`src/hw/rtl/irlf_pkg.sv`:
```
package irlf_pkg;

    localparam int unsigned BYTE_W  = 8;
    localparam int unsigned LIMIT_W = 16;
    localparam int unsigned DEPTH_W = 16;
    localparam int unsigned LIT_W   = 32;

    localparam logic [LIMIT_W-1:0] LIMIT_RESET = 16'd9999;

    localparam logic [BYTE_W-1:0] CH_LBRACE = 8'h7B;
    localparam logic [BYTE_W-1:0] CH_RBRACE = 8'h7D;
    localparam logic [BYTE_W-1:0] CH_QUOTE  = 8'h22;
    localparam logic [BYTE_W-1:0] CH_BSLASH = 8'h5C;
    localparam logic [BYTE_W-1:0] CH_LPAREN = 8'h28;
    localparam logic [BYTE_W-1:0] CH_RPAREN = 8'h29;
    localparam logic [BYTE_W-1:0] CH_LF     = 8'h0A;
    localparam logic [BYTE_W-1:0] CH_CR     = 8'h0D;
    localparam logic [BYTE_W-1:0] CH_ZERO   = 8'h30;

    localparam logic signed [DEPTH_W-1:0] DEPTH_MAX = 16'sh7FFF;
    localparam logic signed [DEPTH_W-1:0] DEPTH_MIN = 16'sh8000;

    typedef struct packed {
        logic [BYTE_W-1:0] first_byte;
        logic [BYTE_W-1:0] second_byte;
        logic              two;
        logic              line_end;
    } result_t;

endpackage

```
`src/hw/rtl/imap_response_line_framer_core.sv`:
```
// Response line framer: takes one byte of a response stream per beat and emits
// the framed line bytes. A new byte can be accepted in every cycle while the
// output keeps up; a byte that completes a literal produces two output beats
// (the byte and a closing quote), so it holds the input until both are taken,
// and header and dropped bytes produce none. The per-line state is updated as
// a byte moves from the input register to the result register, from which the
// first beat of a result is offered. tlast marks the beat that ends a line,
// tuser the last beat caused by one input byte. line_limit is to be written
// through cfg_* only while the block is idle; the block itself does not
// enforce this. line_limit resets to 9999.
module imap_response_line_framer_core
(
    input  logic                          clk,
    input  logic                          rst_n,
    input  logic                          s_tvalid,
    output logic                          s_tready,
    input  logic [irlf_pkg::BYTE_W-1:0]   s_tdata,   // [7:0] in_byte
    input  logic                          s_tuser,   // [0] balanced_request
    output logic                          m_tvalid,
    input  logic                          m_tready,
    output logic [irlf_pkg::BYTE_W-1:0]   m_tdata,   // [7:0] out_byte
    output logic                          m_tlast,
    output logic                          m_tuser,   // [0] run_last
    input  logic                          cfg_valid,
    output logic                          cfg_ready,
    input  logic [irlf_pkg::LIMIT_W-1:0]  cfg_data
);

    logic [irlf_pkg::LIMIT_W-1:0] limit_reg;
    logic                         item_valid;
    logic [irlf_pkg::BYTE_W-1:0]  item_byte;
    logic                         item_bal;
    logic                         has_result;
    logic                         slot_free;
    logic                         advance;
    irlf_pkg::result_t            result;

    assign cfg_ready = 1'b1;

    always_ff @(posedge clk or negedge rst_n)
    begin
        if (!rst_n)
        begin
            limit_reg <= irlf_pkg::LIMIT_RESET;
        end
        else if (cfg_valid)
        begin
            limit_reg <= cfg_data;
        end
    end

    assign advance = item_valid && (!has_result || slot_free);

    irlf_in_reg u_in_reg
    (
        .clk        (clk),
        .rst_n      (rst_n),
        .s_tvalid   (s_tvalid),
        .s_tready   (s_tready),
        .s_tdata    (s_tdata),
        .s_tuser    (s_tuser),
        .advance    (advance),
        .item_valid (item_valid),
        .item_byte  (item_byte),
        .item_bal   (item_bal)
    );

    irlf_engine u_engine
    (
        .clk        (clk),
        .rst_n      (rst_n),
        .item_byte  (item_byte),
        .item_bal   (item_bal),
        .line_limit (limit_reg),
        .advance    (advance),
        .has_result (has_result),
        .result     (result)
    );

    irlf_out_buf u_out_buf
    (
        .clk       (clk),
        .rst_n     (rst_n),
        .load      (advance && has_result),
        .result    (result),
        .slot_free (slot_free),
        .m_tvalid  (m_tvalid),
        .m_tready  (m_tready),
        .m_tdata   (m_tdata),
        .m_tlast   (m_tlast),
        .m_tuser   (m_tuser)
    );

endmodule

```
`src/hw/rtl/irlf_in_reg.sv`:
```
module irlf_in_reg
(
    input  logic                         clk,
    input  logic                         rst_n,
    input  logic                         s_tvalid,
    output logic                         s_tready,
    input  logic [irlf_pkg::BYTE_W-1:0]  s_tdata,
    input  logic                         s_tuser,
    input  logic                         advance,
    output logic                         item_valid,
    output logic [irlf_pkg::BYTE_W-1:0]  item_byte,
    output logic                         item_bal
);

    logic                        valid_reg;
    logic                        valid_next;
    logic [irlf_pkg::BYTE_W-1:0] byte_reg;
    logic                        bal_reg;
    logic                        load;

    assign s_tready = !valid_reg || advance;
    assign load     = s_tvalid && s_tready;

    always_comb
    begin
        valid_next = valid_reg;
        if (load)
        begin
            valid_next = 1'b1;
        end
        else if (advance)
        begin
            valid_next = 1'b0;
        end
    end

    always_ff @(posedge clk or negedge rst_n)
    begin
        if (!rst_n)
        begin
            valid_reg <= 1'b0;
        end
        else
        begin
            valid_reg <= valid_next;
        end
    end

    always_ff @(posedge clk)
    begin
        if (load)
        begin
            byte_reg <= s_tdata;
            bal_reg  <= s_tuser;
        end
    end

    assign item_valid = valid_reg;
    assign item_byte  = byte_reg;
    assign item_bal   = bal_reg;

endmodule

```
`src/hw/rtl/irlf_engine.sv`:
```
module irlf_engine
(
    input  logic                          clk,
    input  logic                          rst_n,
    input  logic [irlf_pkg::BYTE_W-1:0]   item_byte,
    input  logic                          item_bal,
    input  logic [irlf_pkg::LIMIT_W-1:0]  line_limit,
    input  logic                          advance,
    output logic                          has_result,
    output irlf_pkg::result_t             result
);

    logic signed [irlf_pkg::DEPTH_W-1:0] depth_reg;
    logic signed [irlf_pkg::DEPTH_W-1:0] depth_next;
    logic                                quote_reg;
    logic                                quote_next;
    logic                                esc_reg;
    logic                                esc_next;
    logic                                hdr_reg;
    logic                                hdr_next;
    logic [irlf_pkg::LIT_W-1:0]          lit_reg;
    logic [irlf_pkg::LIT_W-1:0]          lit_next;
    logic [irlf_pkg::LIMIT_W-1:0]        count_reg;
    logic [irlf_pkg::LIMIT_W-1:0]        count_next;

    logic                                emit;
    logic                                two;
    logic                                nl_end;
    logic                                end_line;
    logic [irlf_pkg::BYTE_W-1:0]         first_byte;
    logic [irlf_pkg::LIMIT_W:0]          count_sum;

    always_comb
    begin
        depth_next = depth_reg;
        quote_next = quote_reg;
        esc_next   = esc_reg;
        hdr_next   = hdr_reg;
        lit_next   = lit_reg;
        count_next = count_reg;
        emit       = 1'b1;
        two        = 1'b0;
        nl_end     = 1'b0;
        first_byte = item_byte;

        if (hdr_reg)
        begin
            emit = 1'b0;
            if (item_byte == irlf_pkg::CH_RBRACE)
            begin
                hdr_next = 1'b0;
            end
            else
            begin
                lit_next = (lit_reg << 3) + (lit_reg << 1)
                         + {{(irlf_pkg::LIT_W-irlf_pkg::BYTE_W){1'b0}}, item_byte}
                         - {{(irlf_pkg::LIT_W-irlf_pkg::BYTE_W){1'b0}}, irlf_pkg::CH_ZERO};
            end
        end
        else if (lit_reg != '0)
        begin
            if (item_byte == irlf_pkg::CH_LF || item_byte == irlf_pkg::CH_CR)
            begin
                emit = 1'b0;
            end
            else
            begin
                lit_next = lit_reg - {{(irlf_pkg::LIT_W-1){1'b0}}, 1'b1};
                two      = (lit_reg == {{(irlf_pkg::LIT_W-1){1'b0}}, 1'b1});
            end
        end
        else if (esc_reg)
        begin
            esc_next = 1'b0;
        end
        else
        begin
            case (item_byte)
                irlf_pkg::CH_BSLASH:
                begin
                    esc_next = 1'b1;
                end
                irlf_pkg::CH_LPAREN:
                begin
                    if (!quote_reg && depth_reg != irlf_pkg::DEPTH_MAX)
                    begin
                        depth_next = depth_reg + 16'sd1;
                    end
                end
                irlf_pkg::CH_RPAREN:
                begin
                    if (!quote_reg && depth_reg != irlf_pkg::DEPTH_MIN)
                    begin
                        depth_next = depth_reg - 16'sd1;
                    end
                end
                irlf_pkg::CH_QUOTE:
                begin
                    quote_next = !quote_reg;
                end
                irlf_pkg::CH_LBRACE:
                begin
                    if (item_bal && !quote_reg)
                    begin
                        hdr_next   = 1'b1;
                        lit_next   = '0;
                        first_byte = irlf_pkg::CH_QUOTE;
                    end
                end
                irlf_pkg::CH_LF:
                begin
                    nl_end = !item_bal || (depth_reg <= 16'sd0 && !quote_reg);
                end
                default:
                begin
                end
            endcase
        end

        count_sum = {1'b0, count_reg} + (two ? 17'd2 : 17'd1);
        end_line  = nl_end || (count_sum >= {1'b0, line_limit});

        if (emit)
        begin
            if (end_line)
            begin
                depth_next = '0;
                quote_next = 1'b0;
                esc_next   = 1'b0;
                hdr_next   = 1'b0;
                lit_next   = '0;
                count_next = '0;
            end
            else
            begin
                count_next = count_sum[irlf_pkg::LIMIT_W-1:0];
            end
        end
    end

    always_ff @(posedge clk or negedge rst_n)
    begin
        if (!rst_n)
        begin
            depth_reg <= '0;
            quote_reg <= 1'b0;
            esc_reg   <= 1'b0;
            hdr_reg   <= 1'b0;
            lit_reg   <= '0;
            count_reg <= '0;
        end
        else if (advance)
        begin
            depth_reg <= depth_next;
            quote_reg <= quote_next;
            esc_reg   <= esc_next;
            hdr_reg   <= hdr_next;
            lit_reg   <= lit_next;
            count_reg <= count_next;
        end
    end

    assign has_result         = emit;
    assign result.first_byte  = first_byte;
    assign result.second_byte = irlf_pkg::CH_QUOTE;
    assign result.two         = two;
    assign result.line_end    = end_line;

endmodule

```
`src/hw/rtl/irlf_out_buf.sv`:
```
module irlf_out_buf
(
    input  logic                         clk,
    input  logic                         rst_n,
    input  logic                         load,
    input  irlf_pkg::result_t            result,
    output logic                         slot_free,
    output logic                         m_tvalid,
    input  logic                         m_tready,
    output logic [irlf_pkg::BYTE_W-1:0]  m_tdata,
    output logic                         m_tlast,
    output logic                         m_tuser
);

    logic              valid_reg;
    logic              valid_next;
    logic              phase_reg;
    logic              phase_next;
    irlf_pkg::result_t res_reg;
    logic              last_beat;

    assign last_beat = !res_reg.two || phase_reg;
    assign slot_free = !valid_reg || (m_tready && last_beat);

    always_comb
    begin
        valid_next = valid_reg;
        phase_next = phase_reg;
        if (load)
        begin
            valid_next = 1'b1;
            phase_next = 1'b0;
        end
        else if (valid_reg && m_tready)
        begin
            if (last_beat)
            begin
                valid_next = 1'b0;
            end
            else
            begin
                phase_next = 1'b1;
            end
        end
    end

    always_ff @(posedge clk or negedge rst_n)
    begin
        if (!rst_n)
        begin
            valid_reg <= 1'b0;
            phase_reg <= 1'b0;
        end
        else
        begin
            valid_reg <= valid_next;
            phase_reg <= phase_next;
        end
    end

    always_ff @(posedge clk)
    begin
        if (load)
        begin
            res_reg <= result;
        end
    end

    assign m_tvalid = valid_reg;
    assign m_tdata  = phase_reg ? res_reg.second_byte : res_reg.first_byte;
    assign m_tlast  = res_reg.line_end && last_beat;
    assign m_tuser  = last_beat;

endmodule

```
`config.mk`:
```
export PLATFORM = sky130hd
export DESIGN_NAME = imap_response_line_framer_core
export DESIGN_NICKNAME = d
export VERILOG_FILES = /design/src/hw/rtl/irlf_pkg.sv /design/src/hw/rtl/imap_response_line_framer_core.sv /design/src/hw/rtl/irlf_in_reg.sv /design/src/hw/rtl/irlf_engine.sv /design/src/hw/rtl/irlf_out_buf.sv
export SDC_FILE = /design/constraint.sdc
export NUM_CORES = 1
export LEC_CHECK = 0
export BUFFER_PORTS_ARGS = -buffer_cell sky130_fd_sc_hd__buf_2
export CAP_MARGIN = 20
export CORE_UTILIZATION = 57
export DETAILED_ROUTE_END_ITERATION = 8
export PLACE_DENSITY = 0.86
export SYNTH_ARGS = -nofsm -noshare
export SYNTH_HDL_FRONTEND = slang
export SYNTH_SLANG_ARGS = --single-unit
```
`constraint.sdc`:
```
create_clock -name clk -period 4.86 [get_ports clk]
set_input_delay 0.972 -clock clk [delete_from_list [all_inputs] [get_ports clk]]
set_output_delay 0.972 -clock clk [all_outputs]
set_load 0.005 [all_outputs]
```
==> out/qor_table.md, run 1 <==
| Parameter | Reported |
|---|---|
| Category of the critical setup timing path | flop to flop |
| Hold Slack | 0.512 ns |
| Crit Path Max Fanout | 6 |
| Area of the placeable core | 15,900 µm² |
| Met2 WL | 14.1 mm |
| Number of top-level pins | 43 |
| Global routing usage summed across all routing layers | 32.1% |
| TritonCTS clock tree | yes |
| Die boundary width | 130 µm |
| Number of diodes added for antenna fixing | 0 |
| Via density per instance | 6.75 |
| Uppermost layer routed | met4 |
| Worst max-slew margin expressed relative to the limit | 27.7% |
| Die outline area | 16,800 µm² |
| Result of the run | finished, violations left |
| Kind of capture point of the worst setup path | flop |
| Synth Area per Inst | 8.15 µm² |
| Sink Count | 105 |
| Share of the synthesized area in the top cell type | 21.0% |
| Fill cell instance count of the final layout | 1,080 |
| Post-Route M1 WL | 11.0 mm |
| Worst hold path type | flop to flop |
| Total power per unit cell area | 649 nW/µm² |
| Number of flops mapped to enable cells by yosys | 19 |
| Syn. warnings | 0 |
| Initial antenna violation count | 0 |
| Average wire length per cell after detail routing | 20.7 µm |
| Proportion of layout cells with a drive suffix above 1 | 22.3% |
| Final hold vios | 0 |
| Area added between synthesis and finish | 21.9% |
| Critical path's slowest cell | sky130_fd_sc_hd__or4_4 |
| Synth Register Bits | 105 |
| Number of pins exceeding their max-slew limit in the final report | 0 |
| Netlist area before placement | 9280 µm² |
| Proportion of synthesized chip area in sequential cells | 29.4% |
| Max-cap violations | 0 |
| Synthesized netlist net count | 1,280 |
| Synth cell types | 78 |
| WL met3 | 3.24 mm |
| Data required, critical path | 5.16 ns |
| # DRC | 0 |
| RD Place Congestion | 0.963 |
| Clock root buffer | sky130_fd_sc_hd__clkbuf_16 |
| Pre-CTS setup slack | -0.288 ns |
| Share of flip-flops with an asynchronous set or reset | 81.9% |
| Final critical path time including I/O delays and setup | 5.19 ns |
| Total global routing overflow | 0 |
| Total number of nets in the final design | 1,380 |
| Number of nets with antenna violations after detailed routing | 0 |
| Via count of the routed design | 9,856 |
| Leading area contributor after synthesis | sky130_fd_sc_hd__dfrtp_1 |
| Fin worst setup slack | -0.333 ns |
| Gate count of the mapped netlist | 1,139 |
| Setup repair after global routing missed its margin | true |
| Most common flop cell mapped by yosys | sky130_fd_sc_hd__dfrtp_1 |
| Max FFs per register | 32 |
| Pin count of the biggest net entering global routing | 47 |
| Buffers from clock root to sink, at most | 2 |
| Violated checks | setup timing |
| Detailed placer's ending HPWL | 18.2 mm |
| Crit path largest cell delay | 0.56 ns |
| First-pass detailed-route iteration total | 9 |
| Synth top area cells | sky130_fd_sc_hd__dfrtp_1, sky130_fd_sc_hd__ha_1, sky130_fd_sc_hd__edfxtp_1, sky130_fd_sc_hd__o21ai_0, sky130_fd_sc_hd__inv_1 |
| Category of the worst setup path launch point | flop |
| Worst Skew | 0.0172 ns |
| Clk slew on worst S/H paths | 0.09 ns |
| Final critical-path share of the clock period | 107% |
| Slew of the pin with the lowest slew margin | 1.08 ns |
| Effective utilization at floorplan | 58.4% |
| Wire length reported by the detailed router | 30.3 mm |
| Count of H-tree levels built during CTS | 3 |
| Number of global-route vias before repair | 8,766 |
| Initial DRC Count | 1,480 |
| Max Clock Freq | 193 MHz |
| Die boundary height | 130 µm |
| Port Buffers | 41 |
| First-pass GRT wire length | 42.4 mm |
| Number of rows created at floorplan | 46 |
| Most repeated cell in the gate-level netlist after synthesis | sky130_fd_sc_hd__inv_1 |
| Setup Viol. Count Final | 67 |
| Most instantiated cells after synthesis | sky130_fd_sc_hd__inv_1, sky130_fd_sc_hd__ha_1, sky130_fd_sc_hd__nand2_1 |
| Largest voltage drop on the vdd net | 0.400 mV |
| Leakage component of the power | 5.11 nW |
| WP data arrival | 5.49 ns |
| Clk Latency, worst-skew pair | 0.38 ns |
| Clock buffers created by TritonCTS | 9 |
## layout by cell type, fill, tap and decap left out, drive strengths merged, types with 21 or more instances in the layout
cell type,n
a31oi,21
nand3,31
ha,104
nand2,100
a21oi,77
buf,134
dfrtp,78
nor3,30
nor2,89
xnor2,32
inv,125
o21ai,100
## worst max-delay path: cells and delay by family (launching register included)
family          cells  cell delay, ns
compound gates      8            1.06
xor+xnor            1            0.19
fa+ha+maj           3            0.85
buf+inv             2            0.30
flops               1            0.39
simple gates       12            2.33
## stage by stage
step	utilization, %	cell area [µm²]	cells	power (mW)	TNS [ns]
global placement	63.6	10100	1418	5.80	-1.33
finish	71.3	11300	1460	7.35	-14.48
detailed placement	63.6	10100	1418	5.98	-3.33
floorplan	-	9320	1139	4.83	0
CTS	67.5	10700	1445	6.90	-0.638
global route	71.3	11300	1460	7.88	-22.11
## path summary, 6_finish.rpt
path                       cells after the start                    to  slack, ns                  from
max                                           26   u_engine.lit_reg[3]      -0.33  u_engine.lit_reg[10]
min                                            2          limit_reg[2]       0.51          limit_reg[2]
max reg2reg                                   26   u_engine.lit_reg[3]      -0.33  u_engine.lit_reg[10]
min reg2reg                                    2          limit_reg[2]       0.51          limit_reg[2]
max in group asynchronous                      2  u_engine.lit_reg[29]       3.23                 rst_n
min in group asynchronous                      1  u_engine.lit_reg[19]       0.56                 rst_n
## layout make-up
class | instances | area [µm²] | area share, %
Multi-Input combinational cell | 868 | 6510 | 57.5
Sequential cell | 105 | 2730 | 24.1
Timing Repair Buffer | 134 | 1030 | 9.07
Inverter | 121 | 454 | 4.01
Tap cell | 216 | 270 | 2.39
Clock buffer | 9 | 225 | 1.99
Clock inverter | 7 | 103 | 0.906
## power breakdown
| group | switching (mW) | leakage [nW] | internal (mW) |
|---|---|---|---|
| clock | 0.392 | 0.160 | 0.420 |
| combinational | 3.12 | 3.68 | 2.20 |
| sequential | 0.164 | 1.27 | 1.06 |
| total | 3.68 | 5.11 | 3.67 |
## metal layers
metal	global-route usage, %	vias to the layer above
li1	-	4291
met4	15.9	0
met1	39.1	4552
met3	7.64	233
met5	0	-
met2	53.3	780
## cell families after synthesis
group | after synthesis | share of synthesized area [%]
muxes | 6 | 0.687
buffers and inverters | 166 | 7.05
adders and majority gates | 111 | 15.5
AOI/OAI and AO/OA | 321 | 21.6
xor gates and xnor gates | 52 | 4.91
DFF | 105 | 29.4
and+or+nand+nor | 377 | 20.8
other | 1 | 0.0404
## timing repair
item | in CTS | in global routing
pin swaps | 19 | 56
setup endpoints to repair | 66 | 67
gates resized for setup | 59 | 111
hold buffers | 0 | 0
buffers inserted | 10 | 15
cloned | 1 | 0
(Power assumes the default switching activity.)
==> run 2, diff against run 1 <==
Settings changed: MAX_ROUTING_LAYER from default to met4.
==> run 2 against run 1 <==
Compared with the run above: the run still ends with setup timing left; worst hold slack improved by 0.0011 ns; total power shrank 5.7%; design area is 5.1% lower; global-route usage decreased by 2.0 points; wire length fell by 15%; sequential share of layout area is 1.3 points higher; sequential power hardly changed; setup slack better by 0.12 ns; critical endpoint is now u_engine.count_reg[11].
==> out/qor_table.md, run 2 (same netlist as run 1, synthesis figures left out) <==
| Parameter | Reported |
|---|---|
| Result of the run | finished, violations left |
| Violated checks | setup timing |
| TritonCTS clock tree | yes |
| Top library cells by usage in the layout, fill and taps aside | sky130_fd_sc_hd__inv_1, sky130_fd_sc_hd__ha_1, sky130_fd_sc_hd__nand2_1, sky130_fd_sc_hd__o21ai_0 |
| Proportion of layout cells with a drive suffix above 1 | 17.4% |
| Crit Path Max Fanout | 12 |
| Via density per instance | 6.46 |
| Cell family with the largest share of critical-path delay | simple AND/OR/NAND/NOR gates |
| Global routing usage summed across all routing layers | 30.1% |
| Most repeated library cell on the critical path | sky130_fd_sc_hd__nand3_4 |
| Number of top-level pins | 43 |
| Via count of the routed design | 9,257 |
| Detailed placer's ending HPWL | 17.7 mm |
| Number of nets with antenna violations after detailed routing | 0 |
| Relative contribution of the clock network to total power | 10.6% |
| Total power per unit cell area | 645 nW/µm² |
| Total non-filler cell area in the finished layout | 10,700 µm² |
| Fill cell instance count of the final layout | 1,226 |
| Max-cap violations | 0 |
| Worst hold path type | flop to flop |
| Area added between synthesis and finish | 15.8% |
| Power spent charging and discharging nets | 3.42 mW |
| Cell Int Power | 3.51 mW |
| First-pass GRT wire length | 39.3 mm |
| Kind of capture point of the worst setup path | flop |
| Number of buffers inserted for hold repair after clock tree synthesis | 0 |
| Number of diodes added for antenna fixing | 0 |
| Area of the placeable core | 15,900 µm² |
| WP data arrival | 5.33 ns |
| Number of global-route vias before repair | 8,225 |
| Fin worst setup slack | -0.210 ns |
| Worst hold path cell count | 2 |
| Total number of nets in the final design | 1,352 |
| Clock root buffer | sky130_fd_sc_hd__clkbuf_16 |
| Sink Count | 105 |
| Seq pwr share | 17.8% |
| Category of the worst setup path launch point | flop |
| Clk slew on worst S/H paths | 0.08 ns |
| # DRC | 0 |
| Final critical path time including I/O delays and setup | 5.07 ns |
| Number of cells on the critical path | 23 |
| Switching portion of total power | 49.4% |
| Worst Skew | 0.0131 ns |
| Max Clock Freq | 197 MHz |
| Total global routing overflow | 0 |
| RD Place Congestion | 0.927 |
| Average wire length per cell after detail routing | 18.0 µm |
| Number of rows created at floorplan | 46 |
| Setup repair after global routing missed its margin | true |
| Die boundary width | 130 µm |
| Clock buffers created by TritonCTS | 9 |
| CP bufs+invs | 1 |
| Initial DRC Count | 1,160 |
| Die boundary height | 130 µm |
| Pin count of the biggest net entering global routing | 49 |
| Max FFs per register | 32 |
| Final critical-path share of the clock period | 104% |
| Combinational cell fraction of total power | 71.7% |
| Depth of the most critical reg-to-reg path | 23 |
| Port Buffers | 41 |
| Die outline area | 16,800 µm² |
| Count of H-tree levels built during CTS | 3 |
| Buffers from clock root to sink, at most | 2 |
| Wire length reported by the detailed router | 25.8 mm |
| First-pass detailed-route iteration total | 6 |
| Setup Viol. Count Final | 55 |
| Largest voltage drop on the vdd net | 0.353 mV |
| Clk Latency, worst-skew pair | 0.36 ns |
| Critical path's slowest cell | sky130_fd_sc_hd__or4_4 |
| Cells traversed along the worst timing path | or4_4, nor3_4, and4_4, a21oi_4, nand2_2, nor3_2, nand4_1, ha_2, fa_2, nand3_4, nor3b_4, and3_4, nand3_4, xnor2_2, ha_1, a21oi_2, nor2b_1, a211oi_2, o31a_1, o21ai_4, buf_4, or2_4, o31ai_2 |
| Crit path largest cell delay | 0.57 ns |
| Number of pins exceeding their max-slew limit in the final report | 0 |
| Worst max-slew margin expressed relative to the limit | 16.1% |
| Leakage component of the power | 4.84 nW |
| Data required, critical path | 5.12 ns |
| Final hold vios | 0 |
| Category of the critical setup timing path | flop to flop |
| Initial antenna violation count | 0 |
| Effective utilization at floorplan | 58.4% |
| Post-layout util | 67.7% |
| Placed standard-cell area | 9970 µm² |
| Leading cell type in the layout, fill and taps excluded | sky130_fd_sc_hd__inv_1 |
| Slew of the pin with the lowest slew margin | 1.25 ns |
run 2: changes by cell type in the layout (fill, tap and decap cells not counted), sizes merged:
cell      before  now
clkbuf         9   10
clkinv         2    1
clkinvlp       0    1
bufinv         1    0
buf          134  106
run 2: path summary, 6_finish.rpt:
kind	from	end	slack, ns
setup / recovery	u_engine.lit_reg[15]	u_engine.count_reg[11]	-0.21
hold / removal	limit_reg[8]	limit_reg[8]	0.51
setup reg to reg	u_engine.lit_reg[15]	u_engine.count_reg[11]	-0.21
hold reg to reg	limit_reg[8]	limit_reg[8]	0.51
max in group asynchronous	rst_n	limit_reg[0]	3.23
min in group asynchronous	rst_n	u_engine.lit_reg[24]	0.63
run 2: what timing repair did:
| item | 4_1_cts | 5_1_grt |
|---|---|---|
| pin swaps | 2 | 36 |
| buffers inserted | 2 | 13 |
| endpoints found under the hold margin | 0 | 0 |
| gates resized for setup | 11 | 87 |
| setup endpoints to repair | 54 | 67 |
| gates cloned | 0 | 1 |
run 2: metrics by stage:
stage          power, mW  TNS (ns)  worst slack (ns)  hold WS (ns)  instances
4_1_cts             6.73         0            0.0110         0.509       1419
5_1_grt             7.55    -15.92            -0.377         0.534       1432
3_5_place_dp        5.95     -2.16            -0.145         0.487       1401
2_1_floorplan       4.83         0            0.0235         0.467       1139
3_3_place_gp        5.76         0            0.0806         0.474       1401
6_report            6.93     -3.98            -0.210         0.513       1432
run 2: layer usage:
layer | up-vias | part of all wire [%] | track usage, %
li1 | 4232 | - | -
met1 | 4373 | 40 | 38.5
met2 | 544 | 48 | 48.2
met3 | 108 | 8.6 | 4.95
met4 | 0 | 3.0 | 10.3
met5 | - | 0 | -
run 2: layout make-up:
class                   instances  area, µm²  area share [%]
clock buffers                  10        229            2.13
repair buffers                106        727            6.76
well taps                     216        270            2.51
inverters                     121        454            4.23
flip-flops and latches        105       2730            25.4
clock inverters                 6       58.8           0.547
multi-input cells             868       6280            58.4
run 2: power groups by stage:
stage	Clock [mW]	Sequential, mW	Combinational (mW)
3_5_place_dp	0	1.22	4.72
2_1_floorplan	0	1.21	3.61
5_1_grt	0.762	1.25	5.54
4_1_cts	0.726	1.21	4.79
6_report	0.731	1.23	4.97
3_3_place_gp	0	1.21	4.55
run 2: worst reg2reg max path, stage by stage (launching register included):
cell	delay, ns
sky130_fd_sc_hd__dfrtp_1	0.38
sky130_fd_sc_hd__or4_4	0.57
sky130_fd_sc_hd__nor3_4	0.23
sky130_fd_sc_hd__and4_4	0.27
sky130_fd_sc_hd__a21oi_4	0.06
sky130_fd_sc_hd__nand2_2	0.11
sky130_fd_sc_hd__nor3_2	0.04
sky130_fd_sc_hd__nand4_1	0.15
sky130_fd_sc_hd__ha_2	0.23
sky130_fd_sc_hd__fa_2	0.24
sky130_fd_sc_hd__nand3_4	0.10
sky130_fd_sc_hd__nor3b_4	0.23
sky130_fd_sc_hd__and3_4	0.23
sky130_fd_sc_hd__nand3_4	0.10
sky130_fd_sc_hd__xnor2_2	0.17
sky130_fd_sc_hd__ha_1	0.30
sky130_fd_sc_hd__a21oi_2	0.12
sky130_fd_sc_hd__nor2b_1	0.07
sky130_fd_sc_hd__a211oi_2	0.25
sky130_fd_sc_hd__o31a_1	0.24
sky130_fd_sc_hd__o21ai_4	0.11
sky130_fd_sc_hd__buf_4	0.22
sky130_fd_sc_hd__or2_4	0.31
sky130_fd_sc_hd__o31ai_2	0.26
